--- config.mk ---
export PLATFORM = sky130hd
export DESIGN_NAME = gregorian_date_attributes_unit
export DESIGN_NICKNAME = d
export VERILOG_FILES = /design/src/rtl/gda_pkg.sv /design/src/rtl/gregorian_date_attributes_unit.sv
export SDC_FILE = /design/constraint.sdc
export NUM_CORES = 1
export LEC_CHECK = 0
export ABC_AREA = 1
export BUFFER_PORTS_ARGS = -buffer_cell sky130_fd_sc_hd__buf_4
export CORE_AREA = 2 2 245 247
export CTS_BUF_LIST = sky130_fd_sc_hd__clkbuf_8 sky130_fd_sc_hd__clkbuf_16
export CTS_CLUSTER_DIAMETER = 120
export DETAILED_ROUTE_END_ITERATION = 8
export DIE_AREA = 0 0 247 249
export GPL_TIMING_DRIVEN = 0
export HOLD_SLACK_MARGIN = 0.12
export PLACE_DENSITY = 0.51
export SYNTH_ARGS = -nofsm -noshare
export SYNTH_HDL_FRONTEND = slang
export SYNTH_SLANG_ARGS = --single-unit
--- constraint.sdc ---
create_clock -name clk -period 8.9 [get_ports clk]
set_input_delay 1.78 -clock clk [delete_from_list [all_inputs] [get_ports clk]]
set_output_delay 1.78 -clock clk [all_outputs]
set_load 0.02 [all_outputs]
--- src/rtl/gda_pkg.sv ---
// Package for the Gregorian date attribute unit: pipeline stage types,
// reciprocal constants and the month tables. No dependencies.
`default_nettype none

package gda_pkg;

    localparam logic [15:0] FIRST_YEAR_RESET = 16'd1582;
    localparam logic [17:0] RECIP100         = 18'd167772;   // floor(2^24 / 100)
    localparam logic [11:0] RECIP7           = 12'd2340;     // floor(2^14 / 7)
    localparam logic [10:0] WEEK_BIAS        = 11'd1400;     // 200 weeks, keeps sum positive
    localparam logic [3:0]  LAST_MONTH       = 4'd11;
    localparam logic [3:0]  FEBRUARY         = 4'd1;

    typedef struct packed {
        logic [4:0]  d;
        logic [3:0]  m;
        logic [15:0] y;
        logic [16:0] zy;
        logic [3:0]  zm;
        logic        yge;
        logic [33:0] py;
        logic [33:0] pz;
    } s1_t;

    typedef struct packed {
        logic [4:0] d;
        logic [3:0] m;
        logic [3:0] zm;
        logic       yge;
        logic       leap;
        logic [6:0] a;
        logic [9:0] b;
    } s2_t;

    typedef struct packed {
        logic        ok;
        logic        leap;
        logic [4:0]  len;
        logic [8:0]  yd;
        logic [10:0] t;
    } s3_t;

    typedef struct packed {
        logic        ok;
        logic        leap;
        logic [4:0]  len;
        logic [8:0]  yd;
        logic [8:0]  ym1;
        logic [10:0] t;
        logic [22:0] pt;
        logic [20:0] pw;
    } s4_t;

    function automatic logic [4:0] month_days_f(input logic [3:0] m);
        logic [4:0] r;
        unique case (m)
            4'd1:                     r = 5'd28;
            4'd3, 4'd5, 4'd8, 4'd10:  r = 5'd30;
            default:                  r = 5'd31;
        endcase
        return r;
    endfunction

    function automatic logic [8:0] days_before_f(input logic [3:0] m);
        logic [8:0] r;
        unique case (m)
            4'd0:    r = 9'd0;
            4'd1:    r = 9'd31;
            4'd2:    r = 9'd59;
            4'd3:    r = 9'd90;
            4'd4:    r = 9'd120;
            4'd5:    r = 9'd151;
            4'd6:    r = 9'd181;
            4'd7:    r = 9'd212;
            4'd8:    r = 9'd243;
            4'd9:    r = 9'd273;
            4'd10:   r = 9'd304;
            4'd11:   r = 9'd334;
            default: r = 9'd0;
        endcase
        return r;
    endfunction

    // (13 * zm - 1) / 5 for zm = 1 (March) .. 12 (February)
    function automatic logic [4:0] zeller_month_f(input logic [3:0] zm);
        logic [4:0] r;
        unique case (zm)
            4'd1:    r = 5'd2;
            4'd2:    r = 5'd5;
            4'd3:    r = 5'd7;
            4'd4:    r = 5'd10;
            4'd5:    r = 5'd12;
            4'd6:    r = 5'd15;
            4'd7:    r = 5'd18;
            4'd8:    r = 5'd20;
            4'd9:    r = 5'd23;
            4'd10:   r = 5'd25;
            4'd11:   r = 5'd28;
            4'd12:   r = 5'd31;
            default: r = 5'd0;
        endcase
        return r;
    endfunction

endpackage

`default_nettype wire

--- src/rtl/gregorian_date_attributes_unit.sv ---
// Top level of the Gregorian date attribute unit: five-stage pipeline.
// Depends on gda_pkg for stage types, constants and month tables.
//
// Usage:
//   Input channel (in_valid / in_stall) carries one date word: day_in,
//   month_in (0 = January) and year_in. Output channel (out_valid /
//   out_stall) carries one attribute word per date: date_valid, leap,
//   month_length, weekday (1 = Sunday), is_weekend, year_day, week_number.
//   A word moves when valid is high and stall is low.
//   Configuration channel (cfg_valid / cfg_ready / cfg_data) writes
//   first_valid_year; cfg_ready is always high. Write only while idle.
//   A date passes five register stages, s1 to s4 and the output registers,
//   to reach the output. Throughput: one date per cycle unless the
//   output is stalled; each multiply by a reciprocal has its
//   own stage, and the remainder correction that follows it the next.
//   Reset clears all stage valid bits and loads first_valid_year = 1582.
//   While the output word is stalled the whole pipeline holds and in_stall
//   is raised; nothing is dropped or repeated.
`default_nettype none

module gregorian_date_attributes_unit
(
    input  wire logic        clk,
    input  wire logic        rst_n,
    input  wire logic        in_valid,
    output logic             in_stall,
    input  wire logic [4:0]  day_in,
    input  wire logic [3:0]  month_in,
    input  wire logic [15:0] year_in,
    output logic             out_valid,
    input  wire logic        out_stall,
    output logic             date_valid,
    output logic             leap,
    output logic [4:0]       month_length,
    output logic [2:0]       weekday,
    output logic             is_weekend,
    output logic [8:0]       year_day,
    output logic [5:0]       week_number,
    input  wire logic        cfg_valid,
    output logic             cfg_ready,
    input  wire logic [15:0] cfg_data
);
    import gda_pkg::*;

    logic        adv;
    logic [15:0] first_year_reg;
    logic        v1_reg, v2_reg, v3_reg, v4_reg, v5_reg;
    s1_t         s1_reg, s1_next;
    s2_t         s2_reg, s2_next;
    s3_t         s3_reg, s3_next;
    s4_t         s4_reg, s4_next;

    logic        o_valid_reg, o_valid_next;
    logic        o_leap_reg, o_leap_next;
    logic [4:0]  o_len_reg, o_len_next;
    logic [2:0]  o_wd_reg, o_wd_next;
    logic        o_wkend_reg, o_wkend_next;
    logic [8:0]  o_yd_reg, o_yd_next;
    logic [5:0]  o_week_reg, o_week_next;

    assign adv       = !(v5_reg && out_stall);
    assign in_stall  = !adv;
    assign cfg_ready = 1'b1;

    always_ff @(posedge clk or negedge rst_n)
    begin
        if (!rst_n)
        begin
            first_year_reg <= FIRST_YEAR_RESET;
        end
        else if (cfg_valid && cfg_ready)
        begin
            first_year_reg <= cfg_data;
        end
    end

    // Stage 1: Zeller month and year, reciprocal products for /100
    always_comb
    begin
        s1_next.d   = day_in;
        s1_next.m   = month_in;
        s1_next.y   = year_in;
        s1_next.zm  = (month_in < 4'd2) ? month_in + 4'd11 : month_in - 4'd1;
        s1_next.zy  = 17'(year_in) + 17'd400 - 17'((month_in < 4'd2) ? 1 : 0);
        s1_next.yge = (year_in >= first_year_reg);
        s1_next.py  = 34'(year_in) * 34'(RECIP100);
        s1_next.pz  = 34'(s1_next.zy) * 34'(RECIP100);
    end

    // Stage 2: correct quotients and remainders, leap flag, Zeller a and b
    always_comb
    begin
        logic [9:0]  qy, qz;
        logic [16:0] ry_full, rz_full;
        logic [7:0]  ry, rz;
        logic        cy, cz;
        qy      = s1_reg.py[33:24];
        qz      = s1_reg.pz[33:24];
        ry_full = 17'(s1_reg.y) - 17'(qy) * 17'd100;
        rz_full = s1_reg.zy - 17'(qz) * 17'd100;
        cy      = (ry_full[7:0] >= 8'd100);
        cz      = (rz_full[7:0] >= 8'd100);
        ry      = cy ? ry_full[7:0] - 8'd100 : ry_full[7:0];
        rz      = cz ? rz_full[7:0] - 8'd100 : rz_full[7:0];
        qy      = qy + 10'(cy);
        qz      = qz + 10'(cz);
        s2_next.d    = s1_reg.d;
        s2_next.m    = s1_reg.m;
        s2_next.zm   = s1_reg.zm;
        s2_next.yge  = s1_reg.yge;
        s2_next.leap = (ry == 8'd0) ? (qy[1:0] == 2'd0) : (s1_reg.y[1:0] == 2'd0);
        s2_next.a    = rz[6:0];
        s2_next.b    = qz;
    end

    // Stage 3: month length, validity, day of year, Zeller sum
    always_comb
    begin
        logic [4:0] len;
        len = month_days_f(s2_reg.m) + 5'((s2_reg.m == FEBRUARY && s2_reg.leap) ? 1 : 0);
        s3_next.leap = s2_reg.leap;
        s3_next.len  = len;
        s3_next.ok   = s2_reg.yge && (s2_reg.m <= LAST_MONTH)
                       && (s2_reg.d != 5'd0) && (s2_reg.d <= len);
        s3_next.yd   = days_before_f(s2_reg.m) + 9'(s2_reg.d)
                       + 9'((s2_reg.m > FEBRUARY && s2_reg.leap) ? 1 : 0);
        s3_next.t    = 11'(s2_reg.a[6:2]) + 11'(s2_reg.b[9:2]) + 11'(s2_reg.d)
                       + 11'(s2_reg.a) + 11'(zeller_month_f(s2_reg.zm)) + WEEK_BIAS
                       - 11'({s2_reg.b, 1'b0});
    end

    // Stage 4: reciprocal products for /7
    always_comb
    begin
        s4_next.ok   = s3_reg.ok;
        s4_next.leap = s3_reg.leap;
        s4_next.len  = s3_reg.len;
        s4_next.yd   = s3_reg.yd;
        s4_next.ym1  = s3_reg.yd - 9'd1;
        s4_next.t    = s3_reg.t;
        s4_next.pt   = 23'(s3_reg.t) * 23'(RECIP7);
        s4_next.pw   = 21'(s4_next.ym1) * 21'(RECIP7);
    end

    // Stage 5: correct /7 results, zero fields of invalid dates
    always_comb
    begin
        logic [7:0]  q7;
        logic [5:0]  wq;
        logic [10:0] r7_full;
        logic [8:0]  rw_full;
        logic [3:0]  r7;
        logic [2:0]  wd;
        q7      = s4_reg.pt[21:14];
        wq      = s4_reg.pw[19:14];
        r7_full = s4_reg.t - 11'(q7) * 11'd7;
        rw_full = s4_reg.ym1 - 9'(wq) * 9'd7;
        r7      = (r7_full[3:0] >= 4'd7) ? r7_full[3:0] - 4'd7 : r7_full[3:0];
        wq      = wq + 6'((rw_full[3:0] >= 4'd7) ? 1 : 0);
        wd      = r7[2:0] + 3'd1;
        o_valid_next = s4_reg.ok;
        o_leap_next  = s4_reg.leap;
        o_len_next   = s4_reg.ok ? s4_reg.len : 5'd0;
        o_wd_next    = s4_reg.ok ? wd : 3'd0;
        o_wkend_next = s4_reg.ok && (wd == 3'd1 || wd == 3'd7);
        o_yd_next    = s4_reg.ok ? s4_reg.yd : 9'd0;
        o_week_next  = s4_reg.ok ? wq + 6'd1 : 6'd0;
    end

    always_ff @(posedge clk or negedge rst_n)
    begin
        if (!rst_n)
        begin
            v1_reg <= 1'b0;
            v2_reg <= 1'b0;
            v3_reg <= 1'b0;
            v4_reg <= 1'b0;
            v5_reg <= 1'b0;
        end
        else if (adv)
        begin
            v1_reg <= in_valid;
            v2_reg <= v1_reg;
            v3_reg <= v2_reg;
            v4_reg <= v3_reg;
            v5_reg <= v4_reg;
        end
    end

    always_ff @(posedge clk)
    begin
        if (adv)
        begin
            s1_reg      <= s1_next;
            s2_reg      <= s2_next;
            s3_reg      <= s3_next;
            s4_reg      <= s4_next;
            o_valid_reg <= o_valid_next;
            o_leap_reg  <= o_leap_next;
            o_len_reg   <= o_len_next;
            o_wd_reg    <= o_wd_next;
            o_wkend_reg <= o_wkend_next;
            o_yd_reg    <= o_yd_next;
            o_week_reg  <= o_week_next;
        end
    end

    assign out_valid    = v5_reg;
    assign date_valid   = o_valid_reg;
    assign leap         = o_leap_reg;
    assign month_length = o_len_reg;
    assign weekday      = o_wd_reg;
    assign is_weekend   = o_wkend_reg;
    assign year_day     = o_yd_reg;
    assign week_number  = o_week_reg;

endmodule

`default_nettype wire

; ---- After elaboration in Yosys (flattened, before gate mapping)
; Memory sizes are Yosys's and may differ from the RTL's. A register that Yosys moved wholly into a read port is not among the register bits.
; Index checks and enable logic that the tools add are counted.
[op_classes]
eq_ne = 7
n_addsub = 26
multipliers = 8
n_mux = 12
n_reduce_logical = 13
magnitude_cmp = 9
[ops]
columns = op, n
row1 = multiplier 16 x 16 -> 32 bit (second input constant), 1
row2 = multiplier 17 x 16 -> 32 bit (second input constant), 1
row3 = multiplier 10 x 5 -> 6 bit (second input constant), 2
row4 = multiplier 11 x 10 -> 20 bit (second input constant), 1
row5 = multiplier 9 x 10 -> 18 bit (second input constant), 1
row6 = adder 16 x 9 -> 17 bit (second input constant), 1
row7 = subtractor 17 x 1 -> 17 bit, 1
row8 = >= comparator 16 bit, 1
row9 = >= comparator 8 x 7 -> 1 bit (second input constant), 2
row10 = subtractor 8 bit, 2
row11 = 2-to-1 mux 4 bit, 3
row12 = adder 10 x 7 -> 11 bit, 1
row13 = adder 11 bit (second input constant), 1
row14 = adder 11 x 5 -> 11 bit, 1
row15 = subtractor 11 bit, 1
row16 = adder 10 x 1 -> 10 bit, 1
row17 = adder 9 x 5 -> 10 bit, 1
row18 = adder 5 x 8 -> 9 bit, 1
row19 = adder 9 x 1 -> 9 bit, 1
row20 = adder 9 x 5 -> 9 bit, 1
row21 = subtractor 9 x 1 -> 9 bit (second input constant), 1
row22 = == test 4 bit (second input constant), 2
row23 = >= comparator 4 x 3 -> 1 bit (second input constant), 2
row24 = zero test 8 bit, 1
row25 = other kinds (32), 44
[word_totals]
word_cells = 118
n_memories = 2
register_bits = 262
output_inout_bits = 29
mem_bits_ro = 224
[mem_list]
columns = name, depth, width, rd, rd_clocked_by_memory_dff, wr, line
row1 = (name not given), 16, 9, 1, 1, 0, gda_pkg.sv:66  ; unique case (m)
row2 = (name not given), 16, 5, 1, 1, 0, gda_pkg.sv:87  ; unique case (zm)

; ---- Longest topological paths before layout
; Gate-level depths: netlist of run 1.
[logic_depth]
word_depth = 8
mapped_depth = 38
ltp_nobuf = 38

; ---- Worst setup path before layout of run 1
; Ideal clock, no wire load.
[synth_path]
path_type = input -> register
startpoint = input out_stall
endpoint = register with a tool-made name
slack_ps = 563
stages = 8
t_arrival_ps = 8212
setup_time_ps = 125
path_buffers = 1
required_ps = 8775
path_cell_list = nand2_2 > clkbuf_1 > o21ai_0 > inv_1 > ha_1 > a21oi_1 > o21ai_0 > o21ai_0
[synth_lines]
columns = element, line
row1 = "start, declared", gregorian_date_attributes_unit.sv:31  ; input wire logic out_stall,

==> results.ini, run 1 <==
[worst_setup_path]
cp.required_ns=9.06
startpoint_type=input pin
timing.rr.end=s3_reg[9]
rrSetupSlack_ns=4.65
cp_slowest_stage_delay_ns=0.55
cp_max_fo=5
r2r-start=s2_reg[31]
cpMaxStageDelayCell=fa_1
cpMostUsedCell=fa_1
path_class=input pin to flop
critPathArrivalTime_ns=8.78
reg2reg_depth=16
endpoint_kind=flop

[routing]
drt-initial-drc-count=659
drtPass1Iterations=5
vias=15785
drt-wirelength-per-cell_um=15.2
via_per_inst=4.77
drc=0
routed_wl_um=50300
ant_nets=0

[timing]
tightestPinTransition_ns=1.12
finalSetupViolCount=0
hold_viol=0
min_period_ns=8.63
rsz0062_at_grt=yes
fin_crit_sh=0.969
max_slew_margin=0.251
fmax_ghz=0.116
worst_slack_ns=0.272
maxSlewViolCount=0
fin_setup_tns_ns=0
clock_skew_ns=0.0134

[finish]
fin_util=0.436
final_common_cell=inv_1
antenna-diode-count=0
areaGrowthSynthToFinish_pct=9.76
n_fill_cell=5748
nets=3278
largest_reg_flops=46
drive_gt1_frac=0.0666
final_cell_mix=573 x inv_1, 466 x ha_1, 317 x nand2_1
final_area_sq_mm=0.0256

[outcome]
status=completed

[clock_tree]
cts.sinks=194
clk_latency_ns=0.45
ctsLongestPathBuffers=2
cts-buffers-inserted=17
cts_root_buf=clkbuf_16
hold_buffers=0
tritoncts=yes
clkSlewWorstSetupHoldPaths_ns=0.08
htreeDepth=4

[min_path]
min_path_cells=0
min_to=s4_reg[76]
hold_class=flop to flop
min-delay-start=s3_reg[23]

[synthesis]
yosysWarnings=0
ys_ff_latch=194
avgSynthCellArea_sq_um=9.61
syn_area_sq_mm=0.0233
syn_inst=2429
netlist_top_cells_area=ha_1 25%, fa_1 21%, edfxtp_1 20%
syn_nets=3183
ys_async_sr_fraction=0.108
synth_top_cell_area_share=0.250
yosysTopAreaCell=ha_1
synthFlopType=edfxtp_1
synth_cell_types=54
yosysSeqAreaShare=0.239
synth-edff-count=159

[global_routing]
track_usage=0.172
grt_pass1_vias=16562
antenna_found_initial=1
grt_pass1_wl_um=84500
gr-total-overflow=0
grt_max_degree=69

[placement]
gp_congestion=0.858
pre_cts_slack_ns=-1.28
place_area_sq_mm=0.0249
hpwlAfterDp_um=42900
port_buffers=73

[die]
die_area_sq_mm=0.0615
ioPinCount=75
die_w_um=247
core_area_sq_mm=0.0587
rows=89
start_util=0.398
die_h_um=249

[run]
maxCapViolations=0

==> routing by layer <==
metal	global-route usage	vias to the layer above	part of all wire
met5	0	-	0
li1	-	7949	-
met2	0.292	188	0.48
met1	0.241	7615	0.49
met4	0.0330	0	0.012
met3	0.0135	33	0.023
==> per-stage QoR <==
| stage | instances | hold slack [ns] |
|---|---|---|
| after global placement | 3275 | 0.402 |
| after CTS | 3310 | 0.424 |
| final | 3310 | 0.423 |
| after floorplan | 2429 | 0.400 |
| after global routing | 3310 | 0.433 |
| after detailed placement | 3277 | 0.405 |
==> timing repair <==
action                                 in CTS  in global routing
pin swaps                                   1                  3
resized for setup                           8                 10
setup endpoints to repair                  10                  5
buffers inserted                            1                  0
endpoints found under the hold margin       0                  0
==> kinds of logic after synthesis <==
| group | Yosys count | synth area share |
|---|---|---|
| AO/OA/AOI/OAI | 260 | 0.0631 |
| multiplexers | 1 | 0.000483 |
| buffers and inverters | 594 | 0.0960 |
| other | 2 | 0.000322 |
| flip-flops | 194 | 0.239 |
| XOR/XNOR | 107 | 0.0411 |
| adder cells (fa/ha/maj) | 708 | 0.458 |
| AND/OR/NAND/NOR | 563 | 0.102 |
==> worst max-delay path, delay by kind of cell <==
kind,cells,cell delay (ns)
adder cells (fa/ha/maj),10,4.03
XOR/XNOR,1,0.27
AND/OR/NAND/NOR,12,1.90
AO/OA/AOI/OAI,2,0.27
buffers and inverters,7,0.53
==> cell usage after synthesis (13+ instances only) <==
master    count
dfxtp_1      14
ha_1        466
nor3_1       20
dfrtp_1      15
nand3_1      79
nand2_1     317
inv_1       578
a21o_1       13
xor2_1       73
edfxtp_1    159
o21ai_0      87
xnor2_1      31
nor2_1      100
fa_1        242
a21oi_1     118
==> cell type report <==
type / instances / area [sq um] / share of cell area
Multi-Input combinational cell: 1641 / 15600 / 0.609
Sequential cell: 194 / 5590 / 0.218
Inverter: 584 / 2190 / 0.0856
Tap cell: 773 / 967 / 0.0378
Timing Repair Buffer: 76 / 603 / 0.0235
Clock buffer: 17 / 425 / 0.0166
Clock inverter: 15 / 194 / 0.00757
Buffer: 10 / 52.6 / 0.00205
==> how the worst max path moves through the flow <==
stage	startpoint	endpoint	cells past startpoint
2_1_floorplan	out_stall	flop	8
3_3_place_gp	out_stall	flop	8
3_5_place_dp	month_in[1]	s1_reg[33]	32
4_1_cts	month_in[1]	s1_reg[33]	32
5_1_grt	month_in[3]	s1_reg[33]	32
6_report	month_in[3]	s1_reg[33]	32
Power of run 1 is left out: the tool's default activity adds up to more than one toggle a clock period on the data nets, which glitch-free logic cannot reach.
==> inputs of run 2 (changes only) <==
- MAX_ROUTING_LAYER: default -> met4
==> results.ini, run 2 (same netlist as run 1, synthesis figures left out) <==
[global_routing]
track_usage=0.178  ; +0.00614
grt_max_degree=61  ; -12%
antenna_found_initial=0  ; -1
gr-total-overflow=0  ; unchanged
grt_pass1_wl_um=84800  ; +0.30%
grt_pass1_vias=16648  ; +0.52%

[timing]
finalSetupViolCount=0  ; unchanged
hold_viol=0  ; unchanged
min_period_ns=8.46  ; -0.171 ns
clock_skew_ns=0.0117  ; -0.00163 ns
rsz0062_at_grt=no
fmax_ghz=0.118  ; +2.0%
fin_setup_tns_ns=0  ; unchanged
tightestPinTransition_ns=1.06  ; -0.0604 ns
holdWs_ns=0.420  ; -0.00323 ns
maxSlewViolCount=0  ; unchanged
fin_crit_sh=0.950  ; -0.0192
max_slew_margin=0.291  ; +0.0404

[die]
die_w_um=247  ; unchanged
core_area_sq_mm=0.0587  ; unchanged
start_util=0.398  ; unchanged
ioPinCount=75  ; unchanged
die_area_sq_mm=0.0615  ; unchanged
die_h_um=249  ; unchanged
rows=89  ; unchanged

[routing]
vias=15743  ; -0.27%
drc=0  ; unchanged
drtPass1Iterations=5  ; unchanged
ant_nets=0  ; unchanged
via_per_inst=4.75  ; -0.33%
routed_wl_um=50400  ; +0.30%
drt-wirelength-per-cell_um=15.2  ; +0.24%
drt-initial-drc-count=624  ; -5.3%

[run]
maxCapViolations=0  ; unchanged

[worst_setup_path]
cpMostUsedCell=inv_1
cp_max_fo=8  ; +3
cp.required_ns=9.06  ; about the same
path_class=input pin to flop
cp_slowest_stage_delay_ns=0.58  ; +0.03 ns
rrSetupSlack_ns=4.65  ; about the same
startpoint_type=input pin
critPathArrivalTime_ns=8.62  ; -0.16 ns
cpMaxStageDelayCell=fa_1
endpoint_kind=flop

[clock_tree]
ctsLongestPathBuffers=2  ; unchanged
clk_latency_ns=0.44  ; about the same
clkSlewWorstSetupHoldPaths_ns=0.08  ; about the same
tritoncts=yes
cts_root_buf=clkbuf_16
htreeDepth=4  ; unchanged
cts.sinks=194  ; unchanged
cts-buffers-inserted=17  ; unchanged

[min_path]
hold_class=flop to flop

[finish]
drive_gt1_frac=0.0673  ; +0.000735
areaGrowthSynthToFinish_pct=9.77  ; about the same
final_common_cell=inv_1
final_cell_mix=575 x inv_1, 466 x ha_1, 317 x nand2_1
nets=3280  ; +0.061%
antenna-diode-count=0  ; unchanged
fin_util=0.436  ; about the same
largest_reg_flops=46  ; unchanged

[placement]
gp_congestion=0.872  ; +1.7%
port_buffers=73  ; unchanged
hpwlAfterDp_um=43000  ; +0.19%

[outcome]
status=completed

==> run 2: changes by cell type in the layout (fill, tap and decap cells not counted), moves of 2 or more <==
cell / before / now
clkinv_4: 3 / 1
clkinv_8: 6 / 4
inv_1: 573 / 575
buf_4: 77 / 79
clkinv_2: 1 / 3
nand3_2: 1 / 3
nand3_1: 78 / 76
==> run 2: cell type report <==
| type | instances | area (sq um) |
|---|---|---|
| Buffer | 10 | 52.6 |
| Clock buffer | 17 | 425 |
| Clock inverter | 15 | 174 |
| Fill cell | 5686 | 33100 |
| Inverter | 584 | 2190 |
| Multi-Input combinational cell | 1641 | 15600 |
| Sequential cell | 194 | 5590 |
| Tap cell | 773 | 967 |
| Timing Repair Buffer | 78 | 626 |
==> run 2: stage by stage <==
stage	instances	setup WS, ns	instance area [sq um]
after CTS	3311	0.0209	25600
after global routing	3312	0.0270	25600
after floorplan	2429	0.563	23300
final	3312	0.443	25600
after global placement	3275	-2.67	24800
after detailed placement	3278	-1.32	24900
==> run 2: final timing paths <==
| check | from | end | cells after the start |
|---|---|---|---|
| setup / recovery | year_in[3] | s1_reg[33] | 30 |
| hold / removal | s3_reg[20] | s4_reg[73] | 0 |
| setup reg to reg | s3_reg[11] | s4_reg[17] | 18 |
| hold reg to reg | s3_reg[20] | s4_reg[73] | 0 |
| max in group asynchronous | rst_n | first_year_reg[1] | 1 |
| min in group asynchronous | rst_n | first_year_reg[15] | 1 |
==> run 2: repair_timing <==
item,4_1_cts,5_1_grt
pin swaps,1,2
setup buffers,1,1
gates cloned,0,0
hold buffers,0,0
endpoints found under the setup margin,10,8
resized for setup,7,11
==> run 2: routing by layer <==
| layer | vias up | track usage | wire (um) |
|---|---|---|---|
| met3 | 20 | 0.0200 | 1480 |
| met2 | 185 | 0.293 | 24100 |
| li1 | 7960 | - | - |
| met1 | 7578 | 0.238 | 24400 |
| met4 | 0 | 0.0320 | 485 |
| met5 | - | - | 0 |
==> run 2: critical path: cells and delay by family <==
| kind | cells | cell delay (ns) |
|---|---|---|
| AOI/OAI and AO/OA | 4 | 0.74 |
| xor gates and xnor gates | 1 | 0.49 |
| adders and majority gates | 8 | 3.35 |
| buffers and inverters | 8 | 0.84 |
| and+or+nand+nor | 9 | 1.37 |
Power of run 2 is left out for the same reason.
